===== config.mk =====
export PLATFORM = sky130hd
export DESIGN_NAME = insertion_sort_descending_flat
export DESIGN_NICKNAME = d
export VERILOG_FILES = /design/src/hw/rtl/isd_pkg.sv /design/src/hw/rtl/isd_if.sv /design/src/hw/rtl/isd_ctrl.sv /design/src/hw/rtl/isd_datapath.sv /design/src/hw/rtl/insertion_sort_descending.sv /design/src/flat_wrapper.sv
export SDC_FILE = /design/constraint.sdc
export NUM_CORES = 2
export LEC_CHECK = 0
export ABC_CLOCK_PERIOD_IN_PS = 16120
export BUFFER_PORTS_ARGS = -buffer_cell sky130_fd_sc_hd__buf_2
export CORE_ASPECT_RATIO = 1.75
export CORE_MARGIN = 4
export CORE_UTILIZATION = 47
export DETAILED_ROUTE_END_ITERATION = 12
export HOLD_SLACK_MARGIN = 0.06
export PLACE_DENSITY = 0.69
export SLEW_MARGIN = 20
export SYNTH_ARGS = -nofsm -noshare
export SYNTH_HDL_FRONTEND = slang
export SYNTH_SLANG_ARGS = --single-unit

===== constraint.sdc =====
create_clock -name i_clk -period 16.12 [get_ports i_clk]
set_clock_uncertainty 0.2 [all_clocks]
set_input_delay 1.612 -clock i_clk [delete_from_list [all_inputs] [get_ports i_clk]]
set_output_delay 1.612 -clock i_clk [all_outputs]
set_load 0.01 [all_outputs]

===== src/hw/rtl/isd_pkg.sv =====
// isd_pkg: shared constants and types of the descending insertion sorter
// used by the interfaces, the controller, the datapath and the top level
`default_nettype none

package isd_pkg;

    // capacity of the sorted store, legal range 2 to 64
    localparam int MAX_ITEMS = 32;
    localparam int CNT_W     = $clog2(MAX_ITEMS + 1);
    localparam int DATA_W    = 32;

    typedef logic signed [DATA_W-1:0] t_data;
    typedef logic [CNT_W-1:0]         t_cnt;

    // controller to datapath
    typedef struct packed {
        logic ins;     // insert the accepted word into the store
        logic shift;   // move the front entry into the output register
    } t_dp_cmd;

    // datapath to controller
    typedef struct packed {
        logic out_free;   // output register can take a word this cycle
        logic last_word;  // one entry left in the store
    } t_dp_stat;

endpackage

`default_nettype wire


===== src/hw/rtl/isd_if.sv =====
// isd_in_if, isd_out_if: valid/ready channels of the insertion sorter
// depends on isd_pkg for the data type
`default_nettype none

interface isd_in_if;
    logic           valid;
    logic           ready;
    isd_pkg::t_data value_in;
    logic           last_in;

    modport source (output valid, output value_in, output last_in, input ready);
    modport sink   (input valid, input value_in, input last_in, output ready);
endinterface

interface isd_out_if;
    logic           valid;
    logic           ready;
    isd_pkg::t_data value_out;
    logic           last_out;
    logic           overflowed;

    modport source (output valid, output value_out, output last_out,
                    output overflowed, input ready);
    modport sink   (input valid, input value_out, input last_out,
                    input overflowed, output ready);
endinterface

`default_nettype wire


===== src/hw/rtl/isd_ctrl.sv =====
// isd_ctrl: load/drain sequencer of the insertion sorter
// depends on isd_pkg for the command and status structs
`default_nettype none

module isd_ctrl (
    input  wire logic              i_clk,
    input  wire logic              i_rst_n,
    input  wire logic              i_in_valid,
    input  wire logic              i_in_last,
    input  wire isd_pkg::t_dp_stat i_stat,
    output      logic              o_in_ready,
    output      isd_pkg::t_dp_cmd  o_cmd
);

    localparam logic ST_LOAD  = 1'b0;
    localparam logic ST_DRAIN = 1'b1;

    logic r_state;
    logic n_state;

    always_comb begin
        n_state    = r_state;
        o_in_ready = 1'b0;
        o_cmd      = '0;
        case (r_state)
            ST_LOAD: begin
                o_in_ready = 1'b1;
                o_cmd.ins  = i_in_valid;
                if (i_in_valid && i_in_last) begin
                    n_state = ST_DRAIN;
                end
            end
            ST_DRAIN: begin
                if (i_stat.out_free) begin
                    o_cmd.shift = 1'b1;
                    if (i_stat.last_word) begin
                        n_state = ST_LOAD;
                    end
                end
            end
            default: begin
                n_state = ST_LOAD;
            end
        endcase
    end

    always_ff @(posedge i_clk) begin
        if (!i_rst_n) begin
            r_state <= ST_LOAD;
        end else begin
            r_state <= n_state;
        end
    end

endmodule

`default_nettype wire


===== src/hw/rtl/isd_datapath.sv =====
// isd_datapath: row of compare cells holding the sorted store, plus output register
// depends on isd_pkg for sizes, data type and command/status structs
`default_nettype none

module isd_datapath (
    input  wire logic              i_clk,
    input  wire logic              i_rst_n,
    input  wire isd_pkg::t_dp_cmd  i_cmd,
    input  wire isd_pkg::t_data    i_value,
    input  wire logic              i_out_ready,
    output      isd_pkg::t_dp_stat o_stat,
    output      logic              o_out_valid,
    output      isd_pkg::t_data    o_value,
    output      logic              o_last,
    output      logic              o_overflowed
);

    isd_pkg::t_data r_store [isd_pkg::MAX_ITEMS];
    isd_pkg::t_data n_store [isd_pkg::MAX_ITEMS];
    isd_pkg::t_cnt  r_fill;
    logic           r_drop;
    logic           r_out_valid;
    isd_pkg::t_data r_out_value;
    logic           r_out_last;
    logic           r_out_ovf;

    // keep[i]: entry i is valid and not smaller than the new word
    logic [isd_pkg::MAX_ITEMS-1:0] keep;
    logic                          full;

    assign full = (r_fill == isd_pkg::t_cnt'(isd_pkg::MAX_ITEMS));

    for (genvar i = 0; i < isd_pkg::MAX_ITEMS; i++) begin : g_cell
        assign keep[i] = (isd_pkg::t_cnt'(i) < r_fill) && (r_store[i] >= i_value);

        always_comb begin
            n_store[i] = r_store[i];
            if (i_cmd.ins && !full) begin
                if (!keep[i]) begin
                    if (i == 0) begin
                        n_store[i] = i_value;
                    end else if (keep[(i == 0) ? 0 : i-1]) begin
                        n_store[i] = i_value;
                    end else begin
                        n_store[i] = r_store[(i == 0) ? 0 : i-1];
                    end
                end
            end else if (i_cmd.shift) begin
                if (i < isd_pkg::MAX_ITEMS - 1) begin
                    n_store[i] = r_store[(i < isd_pkg::MAX_ITEMS - 1) ? i+1 : i];
                end
            end
        end

        always_ff @(posedge i_clk) begin
            r_store[i] <= n_store[i];
        end
    end

    always_ff @(posedge i_clk) begin
        if (!i_rst_n) begin
            r_fill      <= '0;
            r_drop      <= 1'b0;
            r_out_valid <= 1'b0;
        end else begin
            if (i_cmd.ins) begin
                if (full) begin
                    r_drop <= 1'b1;
                end else begin
                    r_fill <= r_fill + isd_pkg::t_cnt'(1);
                end
            end else if (i_cmd.shift) begin
                r_fill <= r_fill - isd_pkg::t_cnt'(1);
                if (o_stat.last_word) begin
                    r_drop <= 1'b0;
                end
            end
            if (i_cmd.shift) begin
                r_out_valid <= 1'b1;
            end else if (i_out_ready) begin
                r_out_valid <= 1'b0;
            end
        end
    end

    always_ff @(posedge i_clk) begin
        if (i_cmd.shift) begin
            r_out_value <= r_store[0];
            r_out_last  <= o_stat.last_word;
            r_out_ovf   <= r_drop;
        end
    end

    assign o_stat.out_free  = !r_out_valid || i_out_ready;
    assign o_stat.last_word = (r_fill == isd_pkg::t_cnt'(1));
    assign o_out_valid      = r_out_valid;
    assign o_value          = r_out_value;
    assign o_last           = r_out_last;
    assign o_overflowed     = r_out_ovf;

endmodule

`default_nettype wire


===== src/hw/rtl/insertion_sort_descending.sv =====
// insertion_sort_descending: top level of the descending insertion sorter
// depends on isd_pkg, isd_in_if/isd_out_if, isd_ctrl and isd_datapath
//
// usage
//   i_in carries one signed 32-bit word per handshake with last_in on the final
//   word of a set; o_out returns the set largest first, last_out on the smallest
//   word and overflowed on every word of a set that lost words to a full store
// throughput and draining
//   while loading, one word is accepted every cycle: a row of MAX_ITEMS compare
//   cells finds the slot and shifts the tail in the same cycle
//   after the last word, i_in.ready stays low until the store is empty, while the
//   store drains one entry a cycle into the output register whenever it is free;
//   the last word moves the sequencer into its drain state, which then loads the
//   first result into the output register; words beyond MAX_ITEMS in a set are dropped
// reset
//   synchronous, active low; empties the store and the output register, no sweep
// stall
//   while o_out.ready is low the output register holds its word and draining pauses;
//   the next set may start loading while the final result still waits
`default_nettype none

module insertion_sort_descending (
    input wire logic i_clk,
    input wire logic i_rst_n,
    isd_in_if.sink   i_in,
    isd_out_if.source o_out
);

    isd_pkg::t_dp_cmd  cmd;
    isd_pkg::t_dp_stat stat;

    // sequencer: load phase takes words, drain phase feeds the output register
    isd_ctrl u_ctrl (
        .i_clk      (i_clk),
        .i_rst_n    (i_rst_n),
        .i_in_valid (i_in.valid),
        .i_in_last  (i_in.last_in),
        .i_stat     (stat),
        .o_in_ready (i_in.ready),
        .o_cmd      (cmd)
    );

    // sorted store and output register
    isd_datapath u_dp (
        .i_clk        (i_clk),
        .i_rst_n      (i_rst_n),
        .i_cmd        (cmd),
        .i_value      (i_in.value_in),
        .i_out_ready  (o_out.ready),
        .o_stat       (stat),
        .o_out_valid  (o_out.valid),
        .o_value      (o_out.value_out),
        .o_last       (o_out.last_out),
        .o_overflowed (o_out.overflowed)
    );

    // insert and drain never overlap
    a_cmd_exclusive: assert property (@(posedge i_clk) disable iff (!i_rst_n)
        !(cmd.ins && cmd.shift))
        else $error("insert and drain in the same cycle");

    // draining only into a free output register
    a_shift_free: assert property (@(posedge i_clk) disable iff (!i_rst_n)
        cmd.shift |-> stat.out_free)
        else $error("output register overwritten");

    // the final drained entry shows up flagged as last
    a_last_flag: assert property (@(posedge i_clk) disable iff (!i_rst_n)
        (cmd.shift && stat.last_word) |=> (o_out.valid && o_out.last_out))
        else $error("final word not flagged");

    // a set's last word starts a drain on the next cycle
    a_drain_start: assert property (@(posedge i_clk) disable iff (!i_rst_n)
        (i_in.valid && i_in.ready && i_in.last_in) |=> !i_in.ready)
        else $error("input still open after last word");

endmodule

`default_nettype wire

===== src/flat_wrapper.sv =====
// flat-port wrapper written by rule: the top's interface ports become plain ports
module insertion_sort_descending_flat 
  (i_clk, i_rst_n, i_in_valid, i_in_value_in, i_in_last_in, i_in_ready, o_out_valid, o_out_value_out, o_out_last_out, o_out_overflowed, o_out_ready);
  isd_in_if i_in_i ();
  isd_out_if o_out_i ();
  input wire logic i_clk;
  input wire logic i_rst_n;
  input wire logic [$bits(i_in_i.valid)-1:0] i_in_valid;
  input wire logic [$bits(i_in_i.value_in)-1:0] i_in_value_in;
  input wire logic [$bits(i_in_i.last_in)-1:0] i_in_last_in;
  output wire logic [$bits(i_in_i.ready)-1:0] i_in_ready;
  output wire logic [$bits(o_out_i.valid)-1:0] o_out_valid;
  output wire logic [$bits(o_out_i.value_out)-1:0] o_out_value_out;
  output wire logic [$bits(o_out_i.last_out)-1:0] o_out_last_out;
  output wire logic [$bits(o_out_i.overflowed)-1:0] o_out_overflowed;
  input wire logic [$bits(o_out_i.ready)-1:0] o_out_ready;
  assign i_in_i.valid = i_in_valid;
  assign i_in_i.value_in = i_in_value_in;
  assign i_in_i.last_in = i_in_last_in;
  assign i_in_ready = i_in_i.ready;
  assign o_out_valid = o_out_i.valid;
  assign o_out_value_out = o_out_i.value_out;
  assign o_out_last_out = o_out_i.last_out;
  assign o_out_overflowed = o_out_i.overflowed;
  assign o_out_i.ready = o_out_ready;
  insertion_sort_descending u_core (.i_clk(i_clk), .i_rst_n(i_rst_n), .i_in(i_in_i), .o_out(o_out_i));
endmodule

==> results.txt <==
Status - finished, final reports clean
Clock-pin slew on the worst setup and hold paths - 70 ps
Mapped Avg Cell Area - 9.98 µm²
Port buffer count - 72
Main synth FF type - edfxtp_1
Element type at the critical path start - flip-flop
Final worst path period need - 6660 ps
Vias/cell - 7.37
Setup CP Type - reg2reg
Starting DRC count in detailed routing - 8402
Worst path max stage delay - 900 ps
Synth cell count leaders - 1129 x nand2_1, 1058 x edfxtp_1, 1054 x nand4_1, 1027 x ha_1, 792 x o211ai_1
Setup Viol. Count Final - 0
Reg power frac - 0.417
Overall die area - 169000 µm²
Max-slew violations - 0
P_int - 0.00818 W
Clk sinks - 1067
Post-CTS Hold Fix Bufs - 0
Die extent in y - 541 µm
Crit. End Element - flip-flop
Antenna violations before repair - 17
Cell mode on critical path - buf_4
Net Sw Frac - 0.446
Hold crit path type - reg2reg
Sequential cell area fraction in the yosys report - 0.419
Num CTS Buffers - 108
Pwr/cell area - 179 nW/µm²
Detailed Place HPWL - 231000 µm
Net count after synthesis - 8706
Total congestion overflow - 0
Synth top area cells - edfxtp_1 42%, ha_1 17%, nand4_1 8.6%
Maximum vdd drop - 164 µV
EDFF count, synth - 1058
CP max stage cell - a31oi_4
Drt drc - 0
Worst hold margin - 241 ps
Largest net degree at the start of global routing - 163
Crit share post-route - 0.413
First-pass GRT wire length - 486000 µm
Most common cell in the netlist - nand2_1
Synth area leader - edfxtp_1
H-tree levels - 3
WP data required - 16350 ps
Die W - 312 µm
Syn-to-layout area delta - 7.93%
Synth top area share - 0.417
Worst Max-Slew Pin Slew - 1220 ps
Clock power share - 0.179
Gr usage total - 0.390
Syn Inst Count - 7642
Post-synth cell types - 67
Setup_tns - 0 ps
Max cap viols - 0
IO Pins - 73
Switching power - 0.00658 W
FMAX - 0.150 GHz
Worst skew pair latency - 750 ps
Share of cells above drive strength 1 - 0.0758
CP arrival - 6890 ps
Fillers - 14546
Combinational power share - 0.404
Detailed-route wire length - 340000 µm
Final hold violation count - 0
CTS Buffer Depth - 3
Post-DRT Antenna Nets - 0
RSZ-0062 raised after global routing - no
Synth async-reset ratio - 0
Core Rows - 195
Clk root buf - clkbuf_16
CP max FO - 98
Core area - 161000 µm²
Final #Nets - 8463
Relative slew slack - 0.189
Post-CTS resize count - 0
Synthesized area - 76200 µm²
Number of vias in the routed layout - 71256
First drt pass iteration count - 6
Starting Density - 0.473
Post-CTS Setup Inserts - 0
DR WL/cell - 35.1 µm
FF+latch count, synth - 1067
GP Congestion - 1.01
Vias in the first global route - 69735
Cell chain of the critical path - inv_1 -> ha_1 -> nor2b_1 -> a31oi_4 -> buf_4 -> buf_4 -> buf_4 -> a21o_1 -> buf_4
TritonCTS clock tree - done
Syn. warnings - 0
Lkg Pwr - 32.2 nW
## worst max-delay path: cells and delay by family, from the launching register on
kind / cells / cell delay, ps
AOI/OAI and AO/OA: 2 / 1600
and+or+nand+nor: 1 / 380
buffers and inverters: 5 / 3070
adders and majority gates: 1 / 490
DFF: 1 / 530
## through the flow
step	util	setup WS, ps	area (µm²)	total power (W)	instances
floorplan	-	8980	76200	0.00930	7642
global placement	0.488	9300	78700	0.0116	9455
detailed placement	0.488	9230	78700	0.0118	9456
CTS	0.510	9660	82300	0.0144	9657
global route	0.510	9310	82300	0.0154	9660
finish	0.510	9460	82300	0.0148	9669
## cells by family after synthesis
group           after synthesis  share of synthesized area
simple gates               2749                      0.183
compound gates             1968                      0.180
flops                      1067                      0.419
fa+ha+maj                  1027                      0.169
buf+inv                     760                     0.0390
mux                          60                    0.00873
xor+xnor                     11                    0.00126
## final cells by class
type | count | area (µm²) | area share
flip-flops and latches | 1067 | 32000 | 0.388
multi-input cells | 5815 | 41700 | 0.507
well taps | 2167 | 2710 | 0.0329
clock inverters | 67 | 638 | 0.00775
diodes | 12 | 30.0 | 0.000365
inverters | 146 | 549 | 0.00667
repair buffers | 261 | 1810 | 0.0220
clock buffers | 134 | 2880 | 0.0350
## path summary, 6_finish.rpt
check / start / end / slack [ps] / cells after the start
worst max-delay path: u_core.u_dp.r_fill[1]$_SDFFE_PN0P_ / u_core.u_dp.r_store[0][187]$_DFFE_PP_ / 9460 / 9
worst min-delay path: u_core.u_dp.r_drop$_SDFFE_PN0P_ / u_core.u_dp.o_overflowed$_DFFE_PP_ / 240 / 0
worst max register to register: u_core.u_dp.r_fill[1]$_SDFFE_PN0P_ / u_core.u_dp.r_store[0][187]$_DFFE_PP_ / 9460 / 9
worst min register to register: u_core.u_dp.r_drop$_SDFFE_PN0P_ / u_core.u_dp.o_overflowed$_DFFE_PP_ / 240 / 0
## cell usage in the layout (no fill, tap or decap), types with 49 or more instances in the layout
cell       Yosys  final
o211ai_1     792    792
o21ai_0      136    133
a31oi_1       74     73
ha_1        1027   1027
a21oi_1      361    361
buf_4          9    186
nor2_1       142    141
nand4_1     1054   1054
a21o_1       342    338
inv_1        144    112
nand3_1      137    135
nor3_1        49     49
buf_2         71     72
and4_1        63     63
edfxtp_1    1058   1058
nand2_1     1129   1096
o221ai_1      56     56
clkbuf_16      0    110
## per-layer routing
layer	GRT usage	up-vias	wire (µm)
met5	0	-	71
met4	0.379	8	42000
met3	0.0893	1912	32400
met2	0.640	5053	157000
met1	0.407	34266	108000
li1	-	30017	-
## sequential cells by signal (all words and copies together) (netlist names)
name and count:
u_core.u_ctrl.r_state 1, u_core.u_dp.o_last 1, u_core.u_dp.o_out_valid 1, u_core.u_dp.o_overflowed 1, u_core.u_dp.o_value 32, u_core.u_dp.r_drop 1
u_core.u_dp.r_fill 6, u_core.u_dp.r_store 1024
## power groups by stage
| stage | sequential, W | clock (W) | combinational, W |
|---|---|---|---|
| floorplan | 0.00523 | 0 | 0.00407 |
| global placement | 0.00606 | 0 | 0.00551 |
| global route | 0.00613 | 0.00274 | 0.00652 |
| detailed placement | 0.00606 | 0 | 0.00575 |
| CTS | 0.00601 | 0.00264 | 0.00577 |
| finish | 0.00616 | 0.00263 | 0.00597 |
No activity file was read; power rests on OpenSTA's default activity.
